`config.mk`:
```
export PLATFORM = sky130hd
export DESIGN_NAME = periodic_task_tick_scheduler
export DESIGN_NICKNAME = d
export VERILOG_FILES = /design/src/ptts_pkg.sv /design/src/periodic_task_tick_scheduler.sv /design/src/ptts_slot_ram.sv /design/src/ptts_tick_alu.sv
export SDC_FILE = /design/constraint.sdc
export NUM_CORES = 1
export LEC_CHECK = 0
export ABC_CLOCK_PERIOD_IN_PS = 4200
export BUFFER_PORTS_ARGS = -buffer_cell sky130_fd_sc_hd__buf_2
export CAP_MARGIN = 0
export CORE_MARGIN = 2
export CORE_UTILIZATION = 50
export DETAILED_ROUTE_END_ITERATION = 10
export GPL_TIMING_DRIVEN = 0
export PLACE_DENSITY = 0.73
export SLEW_MARGIN = 10
export SYNTH_ARGS = -nofsm -noshare
export SYNTH_HDL_FRONTEND = slang
export SYNTH_SLANG_ARGS = --single-unit
```
`constraint.sdc`:
```
create_clock -name clk_i -period 4.2 [get_ports clk_i]
set_input_delay 0.84 -clock clk_i [delete_from_list [all_inputs] [get_ports clk_i]]
set_output_delay 0.84 -clock clk_i [all_outputs]
set_load 0.02 [all_outputs]
```
`src/ptts_pkg.sv`:
```
// Package for the periodic task tick scheduler.
// Holds the command codes, the fixed field widths and the parameter defaults.
package ptts_pkg;

  // Fixed widths of the item fields
  localparam int unsigned CMD_W   = 3;
  localparam int unsigned SLOT_W  = 3;
  localparam int unsigned TIME_W  = 16;
  localparam int unsigned MASK_W  = 8;
  localparam int unsigned WIDE_W  = 32;

  // Parameter defaults
  localparam int unsigned TASK_SLOTS_DEF = 8;
  localparam int unsigned COUNT_BITS_DEF = 16;

  typedef enum logic [CMD_W-1:0] {
    CMD_TICK    = 3'd0,
    CMD_CREATE  = 3'd1,
    CMD_DELETE  = 3'd2,
    CMD_SUSPEND = 3'd3,
    CMD_RESUME  = 3'd4
  } cmd_e;

endpackage

```
`src/periodic_task_tick_scheduler.sv`:
```
// Periodic task tick scheduler: create, delete, suspend and resume go from accept through
// the finish state to the result register; a tick first walks all slots, reading and
// writing back one slot per cycle through the slot memory and the shared tick unit.
// One item is taken at a time: no new item is accepted until its result is registered.
// Reset clears all used and running flags at once; period and countdown are written
// by create and need no clearing.
module periodic_task_tick_scheduler
  import ptts_pkg::*;
#(
  parameter int unsigned TASK_SLOTS = TASK_SLOTS_DEF,
  parameter int unsigned COUNT_BITS = COUNT_BITS_DEF
) (
  input  logic              clk_i,
  input  logic              rst_ni,
  input  logic              in_valid_i,
  output logic              in_ready_o,
  input  logic [CMD_W-1:0]  command_i,
  input  logic [SLOT_W-1:0] slot_i,
  input  logic [TIME_W-1:0] period_i,
  input  logic [TIME_W-1:0] first_delay_i,
  output logic              out_valid_o,
  input  logic              out_ready_i,
  output logic [MASK_W-1:0] fired_mask_o,
  output logic              accepted_o
);

  localparam int unsigned IDX_W  = (TASK_SLOTS > 1) ? $clog2(TASK_SLOTS) : 1;
  localparam int unsigned WORD_W = 2 * COUNT_BITS;
  localparam logic [IDX_W-1:0] LAST_IDX = IDX_W'(TASK_SLOTS - 1);

  typedef enum logic [1:0] {
    ST_IDLE,
    ST_TICK,
    ST_FINISH
  } state_e;

  state_e              state_q;
  logic [TASK_SLOTS-1:0] used_q;
  logic [TASK_SLOTS-1:0] run_q;
  logic [IDX_W-1:0]    rd_idx_q;
  logic                rd_done_q;
  logic [IDX_W-1:0]    wb_idx_q;
  logic                wb_vld_q;
  logic [MASK_W-1:0]   fired_q;
  logic                acc_q;
  logic                out_valid_q;
  logic [MASK_W-1:0]   out_mask_q;
  logic                out_acc_q;

  logic                accept;
  logic                in_table;
  logic [IDX_W-1:0]    slot_idx;
  logic [WIDE_W-1:0]   per_wide;
  logic [WIDE_W-1:0]   delay_wide;
  logic [COUNT_BITS-1:0] per_cut;
  logic [COUNT_BITS-1:0] per_eff;
  logic [COUNT_BITS-1:0] delay_cut;
  logic                create_ok;
  logic                issue;
  logic                wb_live;

  logic                ram_we;
  logic [IDX_W-1:0]    ram_waddr;
  logic [WORD_W-1:0]   ram_wdata;
  logic [WORD_W-1:0]   ram_rdata;
  logic [COUNT_BITS-1:0] rd_period;
  logic [COUNT_BITS-1:0] rd_count;
  logic                alu_fire;
  logic [COUNT_BITS-1:0] alu_next;

  // Decode the incoming item
  always_comb begin
    accept     = in_valid_i && in_ready_o;
    in_table   = (WIDE_W'(slot_i) < WIDE_W'(TASK_SLOTS));
    per_wide   = WIDE_W'(slot_i);
    slot_idx   = per_wide[IDX_W-1:0];
    per_wide   = WIDE_W'(period_i);
    delay_wide = WIDE_W'(first_delay_i);
    per_cut    = per_wide[COUNT_BITS-1:0];
    delay_cut  = delay_wide[COUNT_BITS-1:0];
    per_eff    = (per_cut == '0) ? COUNT_BITS'(1) : per_cut;
    create_ok  = in_table && !used_q[slot_idx];
  end

  assign in_ready_o = (state_q == ST_IDLE);
  assign issue      = (state_q == ST_TICK) && !rd_done_q;
  assign wb_live    = wb_vld_q && used_q[wb_idx_q] && run_q[wb_idx_q];
  assign rd_period  = ram_rdata[WORD_W-1:COUNT_BITS];
  assign rd_count   = ram_rdata[COUNT_BITS-1:0];

  // Select the memory write: create on accept, or write back during a tick walk
  always_comb begin
    ram_we    = 1'b0;
    ram_waddr = wb_idx_q;
    ram_wdata = {rd_period, alu_next};
    if (accept && (cmd_e'(command_i) == CMD_CREATE) && create_ok) begin
      ram_we    = 1'b1;
      ram_waddr = slot_idx;
      ram_wdata = {per_eff, delay_cut};
    end else if (wb_live) begin
      ram_we = 1'b1;
    end
  end

  ptts_slot_ram #(
    .DEPTH  (TASK_SLOTS),
    .WIDTH  (WORD_W),
    .ADDR_W (IDX_W)
  ) u_slot_ram (
    .clk_i   (clk_i),
    .we_i    (ram_we),
    .waddr_i (ram_waddr),
    .wdata_i (ram_wdata),
    .raddr_i (rd_idx_q),
    .rdata_o (ram_rdata)
  );

  ptts_tick_alu #(
    .COUNT_BITS (COUNT_BITS)
  ) u_tick_alu (
    .period_i (rd_period),
    .count_i  (rd_count),
    .fire_o   (alu_fire),
    .next_o   (alu_next)
  );

  // Sequencer, slot flags, walk counters and output register
  always_ff @(posedge clk_i or negedge rst_ni) begin
    if (!rst_ni) begin
      state_q     <= ST_IDLE;
      used_q      <= '0;
      run_q       <= '0;
      rd_idx_q    <= '0;
      rd_done_q   <= 1'b0;
      wb_idx_q    <= '0;
      wb_vld_q    <= 1'b0;
      fired_q     <= '0;
      acc_q       <= 1'b0;
      out_valid_q <= 1'b0;
      out_mask_q  <= '0;
      out_acc_q   <= 1'b0;
    end else begin
      // Drop the result once taken
      if (out_valid_q && out_ready_i) begin
        out_valid_q <= 1'b0;
      end

      unique case (state_q)
        ST_IDLE: begin
          if (accept) begin
            fired_q   <= '0;
            acc_q     <= 1'b1;
            rd_idx_q  <= '0;
            rd_done_q <= 1'b0;
            wb_vld_q  <= 1'b0;
            state_q   <= ST_FINISH;
            unique case (cmd_e'(command_i))
              CMD_TICK: begin
                state_q <= ST_TICK;
              end
              CMD_CREATE: begin
                if (create_ok) begin
                  used_q[slot_idx] <= 1'b1;
                  run_q[slot_idx]  <= 1'b1;
                end else begin
                  acc_q <= 1'b0;
                end
              end
              CMD_DELETE: begin
                if (in_table) begin
                  used_q[slot_idx] <= 1'b0;
                end
              end
              CMD_SUSPEND: begin
                if (in_table) begin
                  run_q[slot_idx] <= 1'b0;
                end
              end
              CMD_RESUME: begin
                if (in_table) begin
                  run_q[slot_idx] <= 1'b1;
                end
              end
              default: begin
              end
            endcase
          end
        end

        ST_TICK: begin
          // Advance the read pointer
          wb_vld_q <= issue;
          wb_idx_q <= rd_idx_q;
          if (issue) begin
            if (rd_idx_q == LAST_IDX) begin
              rd_done_q <= 1'b1;
            end else begin
              rd_idx_q <= rd_idx_q + IDX_W'(1);
            end
          end
          // Record firings of the slot in write back
          if (wb_live && alu_fire) begin
            for (int b = 0; b < MASK_W; b++) begin
              if (WIDE_W'(wb_idx_q) == WIDE_W'(b)) begin
                fired_q[b] <= 1'b1;
              end
            end
          end
          if (wb_vld_q && (wb_idx_q == LAST_IDX)) begin
            wb_vld_q <= 1'b0;
            state_q  <= ST_FINISH;
          end
        end

        ST_FINISH: begin
          // Hold until the output register is free
          if (!out_valid_q || out_ready_i) begin
            out_valid_q <= 1'b1;
            out_mask_q  <= fired_q;
            out_acc_q   <= acc_q;
            state_q     <= ST_IDLE;
          end
        end

        default: begin
          state_q <= ST_IDLE;
        end
      endcase
    end
  end

  assign out_valid_o  = out_valid_q;
  assign fired_mask_o = out_mask_q;
  assign accepted_o   = out_acc_q;

`ifndef SYNTHESIS
  // An accepted item keeps the block busy in the next cycle
  a_busy_after_accept: assert property (@(posedge clk_i) disable iff (!rst_ni)
    (in_valid_i && in_ready_o) |=> !in_ready_o)
    else $error("ready stayed high after an accept");

  // Write back only happens during a tick walk
  a_wb_in_tick: assert property (@(posedge clk_i) disable iff (!rst_ni)
    wb_vld_q |-> (state_q == ST_TICK))
    else $error("write back outside a tick walk");

  // A memory write during a tick walk is a write back of a live slot
  a_tick_write: assert property (@(posedge clk_i) disable iff (!rst_ni)
    (ram_we && (state_q == ST_TICK)) |-> wb_live)
    else $error("unexpected memory write during tick walk");

  // A refused create never reports fired slots
  a_refused_no_fire: assert property (@(posedge clk_i) disable iff (!rst_ni)
    (out_valid_o && !accepted_o) |-> (fired_mask_o == '0))
    else $error("refused item carries a fired mask");
`endif

endmodule

```
`src/ptts_slot_ram.sv`:
```
// Slot table memory: one {period, countdown} word per task slot.
// One write port and one read port with registered read data; no dependencies.
module ptts_slot_ram #(
  parameter int unsigned DEPTH  = 8,
  parameter int unsigned WIDTH  = 32,
  parameter int unsigned ADDR_W = 3
) (
  input  logic              clk_i,
  input  logic              we_i,
  input  logic [ADDR_W-1:0] waddr_i,
  input  logic [WIDTH-1:0]  wdata_i,
  input  logic [ADDR_W-1:0] raddr_i,
  output logic [WIDTH-1:0]  rdata_o
);

  logic [WIDTH-1:0] mem_q [DEPTH];
  logic [WIDTH-1:0] rdata_q;

  // Write one entry
  always_ff @(posedge clk_i) begin
    if (we_i) begin
      mem_q[waddr_i] <= wdata_i;
    end
  end

  // Register the read data
  always_ff @(posedge clk_i) begin
    rdata_q <= mem_q[raddr_i];
  end

  assign rdata_o = rdata_q;

endmodule

```
`src/ptts_tick_alu.sv`:
```
// Shared tick unit: tests one countdown for zero and forms its next value.
// A single decrementer serves both the reload and the count down; no dependencies.
module ptts_tick_alu #(
  parameter int unsigned COUNT_BITS = 16
) (
  input  logic [COUNT_BITS-1:0] period_i,
  input  logic [COUNT_BITS-1:0] count_i,
  output logic                  fire_o,
  output logic [COUNT_BITS-1:0] next_o
);

  logic [COUNT_BITS-1:0] operand;

  // Fire on zero, then reload with period minus one, else count down
  always_comb begin
    fire_o  = (count_i == '0);
    operand = fire_o ? period_i : count_i;
    next_o  = operand - COUNT_BITS'(1);
  end

endmodule
```
== After elaboration in Yosys (flattened, before gate mapping) ==
Memories as Yosys holds them, arrays and structs flattened. A register that Yosys moved wholly into a read port is not among the register bits.
Index checks and enable logic that the tools add are counted.

* Input port bits: 42
* Bits in writable memories: 256
* Output and inout bits: 11
* Memories kept: 1
* Flip-flop bits (word level): 45
* Word-level logic and storage cells: 149

{| class="wikitable"
|+ Memory list
! memory !! words !! bits a word !! read ports !! clocked after Yosys merged registers in !! write ports !! RTL line !! source
|-
| u_slot_ram.mem_q || 8 || 32 || 1 || 1 || 1 || ptts_slot_ram.sv:16 || <nowiki>logic [WIDTH-1:0] mem_q [DEPTH];</nowiki>
|}

* Equal/unequal tests: 30
* Magnitude comparators: 3
* Mux-type cells: 51
* Bitwise gates (word level): 5
* Add/subtract/negate cells: 2
* Reductions and logical operators: 38

{| class="wikitable"
|+ Operators by type and width
! kind !! count
|-
| $reduce_and A4 Y1 || 12
|-
| $logic_not A16 Y1 || 2
|-
| $mux W16 || 2
|-
| $mux W32 || 1
|-
| $mux W8 || 4
|-
| $pmux W8 S2 || 2
|-
| $mux W1 || 25
|-
| $ne A2 B1 Y1 const B || 12
|-
| $pmux W8 S3 || 1
|-
| $eq A3 B3 Y1 const B || 6
|-
| $and A8 B8 Y8 || 2
|-
| $or A8 B8 Y8 || 2
|-
| $sub A16 B1 Y16 const B || 1
|-
| $eq A3 B2 Y1 const B || 4
|-
| $mux W3 || 4
|-
| $logic_and A1 B1 Y1 || 10
|-
| $bmux W1 S3 || 3
|-
| $lt A3 B4 Y1 const B || 2
|-
| $mux W2 || 4
|-
| $ne A2 B2 Y1 const B || 4
|-
| $not A8 Y8 || 1
|-
| $eq A3 B1 Y1 const B || 2
|-
| $logic_not A3 Y1 || 2
|-
| $pmux W2 S3 || 1
|-
| 14 further kinds || 20
|}

== Logic depth before layout (Yosys ltp) ==
* Depth in word-level cells: 8
* Depth in mapped cells: 10
* Depth with buffers taken out: 9

== By module ==
From an unflattened synthesis, not the netlist that was laid out.

* Cells, all modules: 862
* Area total of the unflattened synthesis: 13949.6 um^2

{| class="wikitable"
|+ By module, submodules not included
! module !! area an instance (um^2) !! seq. area each (um^2) !! cells each !! instances
|-
| ptts_slot_ram || 10466.3 || 8328.0 || 415 || 1
|-
| periodic_task_tick_scheduler || 2681.3 || 1126.1 || 324 || 1
|-
| ptts_tick_alu || 802.0 || 0.0 || 123 || 1
|}

== Least setup slack after synthesis ==
OpenSTA, ideal clock, no wires.

* Kind: input-to-reg
* Start point: input command_i[2]
* End point: memory u_slot_ram.mem_q[3][0], enable pin
* Setup slack: 146 ps
* Buffers on the path: 2
* Library setup time: 421 ps
* Data arrival time: 3633 ps
* Required time: 3779 ps
* Stages: 8
* Cell sequence: clkbuf_1 -> nor3b_2 -> nand2_1 -> a311o_1 -> or2_1 -> buf_2 -> mux2i_1 -> nor2_1

* Cells in the longest elaborated chain, start to end: 6
* Elaborated cells between the ends (all ways): 7
* Classes of those cells: eq/ne (1); mux (4); reduce/logical (2)

{| class="wikitable"
|+ Ends and longest elaborated chain
! element !! RTL line !! source
|-
| start, declared || periodic_task_tick_scheduler.sv:17 || <nowiki>input logic [CMD_W-1:0] command_i,</nowiki>
|-
| $eq A3 B1 Y1 * || periodic_task_tick_scheduler.sv:96 || <nowiki>if (accept && (cmd_e'(command_i) == CMD_CREATE) && create_ok) begin</nowiki>
|-
| $logic_and A1 B1 Y1 * (2 in a row) || periodic_task_tick_scheduler.sv:96 ||
|-
| $mux W1 || periodic_task_tick_scheduler.sv:96 ||
|-
| $mux W1 || ptts_slot_ram.sv:21 || <nowiki>if (we_i) begin</nowiki>
|-
| $mux W1 (implied by the code) || ptts_slot_ram.sv:22 || <nowiki>mem_q[waddr_i] <= wdata_i;</nowiki>
|-
| end, declared || ptts_slot_ram.sv:16 ||
|}

Every way passes the cells marked *; elsewhere a longest branch is shown, timed or not.

== Worst setup path after layout ==
* Start point: register u_slot_ram.rdata_q[8] (netlist: u_slot_ram.rdata_o[8]) (read register of u_slot_ram.mem_q)
* End point: memory u_slot_ram.mem_q[4][14] (data pin)

* Cells in the longest elaborated chain, start to end: 4

{| class="wikitable"
|+ Ends and longest elaborated chain
! element !! RTL line !! source
|-
| start, declared || ptts_slot_ram.sv:17 || <nowiki>logic [WIDTH-1:0] rdata_q;</nowiki>
|-
| $logic_not A16 Y1 || ptts_tick_alu.sv:16 || <nowiki>fire_o = (count_i == '0);</nowiki>
|-
| $mux W16 * || ptts_tick_alu.sv:17 || <nowiki>operand = fire_o ? period_i : count_i;</nowiki>
|-
| $sub A16 B1 Y16 * || ptts_tick_alu.sv:18 || <nowiki>next_o = operand - COUNT_BITS'(1);</nowiki>
|-
| $mux W32 * || periodic_task_tick_scheduler.sv:96 ||
|-
| via ram_wdata[14] || periodic_task_tick_scheduler.sv:64 || <nowiki>logic [WORD_W-1:0] ram_wdata;</nowiki>
|}

The timed path passes the listed nets; every way through them passes the cells marked *.

==> summary.txt <==
DRT Pass-1 Iters: 7
H-tree levels: 2
syn_nets: 863
RD Place Congestion: 0.9404
CP endpoint kind: register
endpoints failing hold: 0
clock power share: 0.292
initial antenna violation count: 0
post-synth top area share: 0.5684
Die Ht: 168.5 um
Crit path buffers/inverters: 1
total power draw: 0.01039 W
Rows: 60
Worst EP required: 4.40 ns
crit-path leading delay family: simple AND/OR/NAND/NOR gates
Vias: 7639
Slew @ Worst Pin: 1.022 ns
clock skew: 0.01762 ns
Synth area leaders: edfxtp_1 57%, mux4_2 11%, dfrtp_1 8.3%
multi-input logic area: 0.003943 mm2
Skew-Pair Late Insertion Delay: 0.53 ns
Critical Path, Cell by Cell: nor3_1 -> nand2_1 -> nor2_1 -> buf_2 -> a21oi_1 -> ha_1 -> o311a_1 -> nand4_2 -> nor3_1 -> o31ai_1
Area Overhead vs Synth: 15.14%
Setup Crit Path Kind: reg2reg
ANT cells: 0
upper clock frequency limit: 0.2763 GHz
PwrDens: 667.2 mW/mm2
internal power: 0.007266 W
fin crit share: 0.8616
number of global-route vias before repair: 7883
Via density: 5.977
sequential share of the synthesized area: 0.6990
slowest stage cell, crit path: o31ai_1
Sw Share: 0.3008
FILL cells: 1994
Post-synth EDFFs: 256
CP Launch Type: register
Post-synth ARST share: 0.1351
Final setup viols: 0
PortBufs: 49
post-synthesis average cell area: 16.53 um2
Synth cell types: 63
Core Region: 0.02673 mm2
NetSw: 0.003126 W
Die W: 168.5 um
GRT Util Overall: 0.2151
CP arrival: 3.82 ns
worst rel slew slack: 0.3128
yosys warns: 0
Post-CTS Setup Inserts: 0
Sequential Power Share: 0.462
LEAKAGE: 5.371 nW
top-count cell post-synth: edfxtp_1
Net count, final: 956
total CTS buffers: 34
Reg area: 0.009454 mm2
Clock transition at path regs: 0.06 ns
CTS tree: built
Hold WC Path Type: in2async
Yosys reg bits: 333
Antenna Violating Nets Remaining: 0
Main synth FF type: edfxtp_1
synth cell count leaders: 256 x edfxtp_1, 81 x nand2_1, 64 x mux4_2, 57 x mux2_2, 50 x nor2_1
die area: 0.02838 mm2
largest net degree at the start of global routing: 46
combinational power share: 0.246
CTS max path bufs: 3
post-synth top area cell: edfxtp_1
Mapped Area: 0.01353 mm2
Top cell by count, worst path: nor3_1
RSZ-0062 raised after global routing: false
Initial Utilization: 0.5061
I/O pin cnt: 53
fin util: 0.5827
hold_buf cts: 0
drt total wl: 29.42 mm
Crit path largest cell delay: 0.74 ns
initial detailed-routing violation count: 657
first-pass GRT wire length: 45.97 mm
detailed placer's ending HPWL: 19.54 mm
# DRC: 0
CTS sink cnt: 333
status: finished, final reports clean
max-cap violations: 0
# resized after CTS: 0
pins over their slew limit: 0
worst-path maximum fanout: 10
root buffer cell: clkbuf_16
Avg WL per Cell: 23.02 um
Max VDD drop: 0.0004630 V
Min Clock Period, post-route: 3.619 ns
layout cell share with drive strength beyond 1: 0.2828
total grt overflow: 0
Cells after Synth: 818
[worst paths after layout]
path / slack [ns] / endpoint / depth (start not counted) / start
max in group asynchronous: 3.06 / fired_mask_o[0] / 1 / rst_ni
min in group clk_i: 0.49 / wb_vld_q / 1 / rd_done_q
max: 0.58 / u_slot_ram.mem_q[4][14] / 10 / u_slot_ram.rdata_o[8]
max reg2reg: 0.58 / u_slot_ram.mem_q[4][14] / 10 / u_slot_ram.rdata_o[8]
min: 0.48 / async pin / 1 / rst_ni
min reg2reg: 0.49 / wb_vld_q / 1 / rd_done_q
[power by group through the flow]
stage                     sequential (W)  clock [W]  combinational (W)
after global placement           0.00485          0            0.00242
final                            0.00480    0.00303            0.00256
after global routing             0.00484    0.00321            0.00282
after detailed placement         0.00484          0            0.00256
after floorplan                  0.00469          0            0.00185
after CTS                        0.00478    0.00309            0.00258
[stage by stage]
step | std cells | hold slack (ns) | setup TNS (ns) | setup slack [ns] | area (um2)
finish | 1278 | 0.4788 | 0 | 0.5812 | 15570
global route | 1278 | 0.5177 | 0 | 0.1617 | 15570
detailed placement | 1216 | 0.4781 | 0 | 0.2799 | 14430
floorplan | 818 | 0.4460 | 0 | 0.1458 | 13530
CTS | 1278 | 0.4971 | 0 | 0.6252 | 15570
global placement | 1208 | 0.4737 | -370.28 | -1.636 | 14200
[logic make-up after synthesis]
| family | share of synthesized area |
|---|---|
| compound gates | 0.04542 |
| xor+xnor | 0.003885 |
| fa+ha+maj | 0.002776 |
| buf+inv | 0.01397 |
| flops | 0.6990 |
| mux | 0.1574 |
| simple gates | 0.07761 |
[final cells by class]
cell class | instances | share of cell area
plain buffers | 38 | 0.01141
clock buffers | 48 | 0.06250
clock inverters | 14 | 0.01125
inverters | 3 | 0.0007231
multi-input cells | 444 | 0.2532
flip-flops and latches | 333 | 0.6071
well taps | 341 | 0.02740
repair buffers | 57 | 0.02651
[routing by layer]
| layer | up-vias | part of all wire | global-route usage | wire length (um) |
|---|---|---|---|---|
| met5 | - | 0 | 0 | 0 |
| met4 | 0 | 0.026 | 0.07009 | 755 |
| met3 | 60 | 0.073 | 0.04325 | 2157 |
| met2 | 283 | 0.48 | 0.3471 | 14260 |
| met1 | 3887 | 0.42 | 0.2981 | 12240 |
| li1 | 3409 | - | - | - |
[cell usage in the layout, fill, tap and decap left out, drive strengths merged, types with 6 or more instances in the layout]
master / instances
a31oi: 8
buf: 75
dfrtp: 45
clkbuf: 68
nand2: 81
o31a: 6
mux4: 64
nor4: 17
o21ai: 15
nor3b: 7
clkinv: 8
nor2: 50
inv: 6
nor3: 18
edfxtp: 256
a21oi: 28
nand3: 10
mux2: 58
dfxtp: 32
[registers in the layout, indices dropped and copies added, names as in the netlist, named ones only]
name / count
u_slot_ram.mem_q: 256
u_slot_ram.rdata_o: 32
fired_mask_o: 8
fired_q: 8
rd_idx_q: 3
wb_idx_q: 3
state_q: 2
acc_q: 1
accepted_o: 1
out_valid_o: 1
rd_done_q: 1
wb_vld_q: 1
Power figures use the tool's default switching activity.
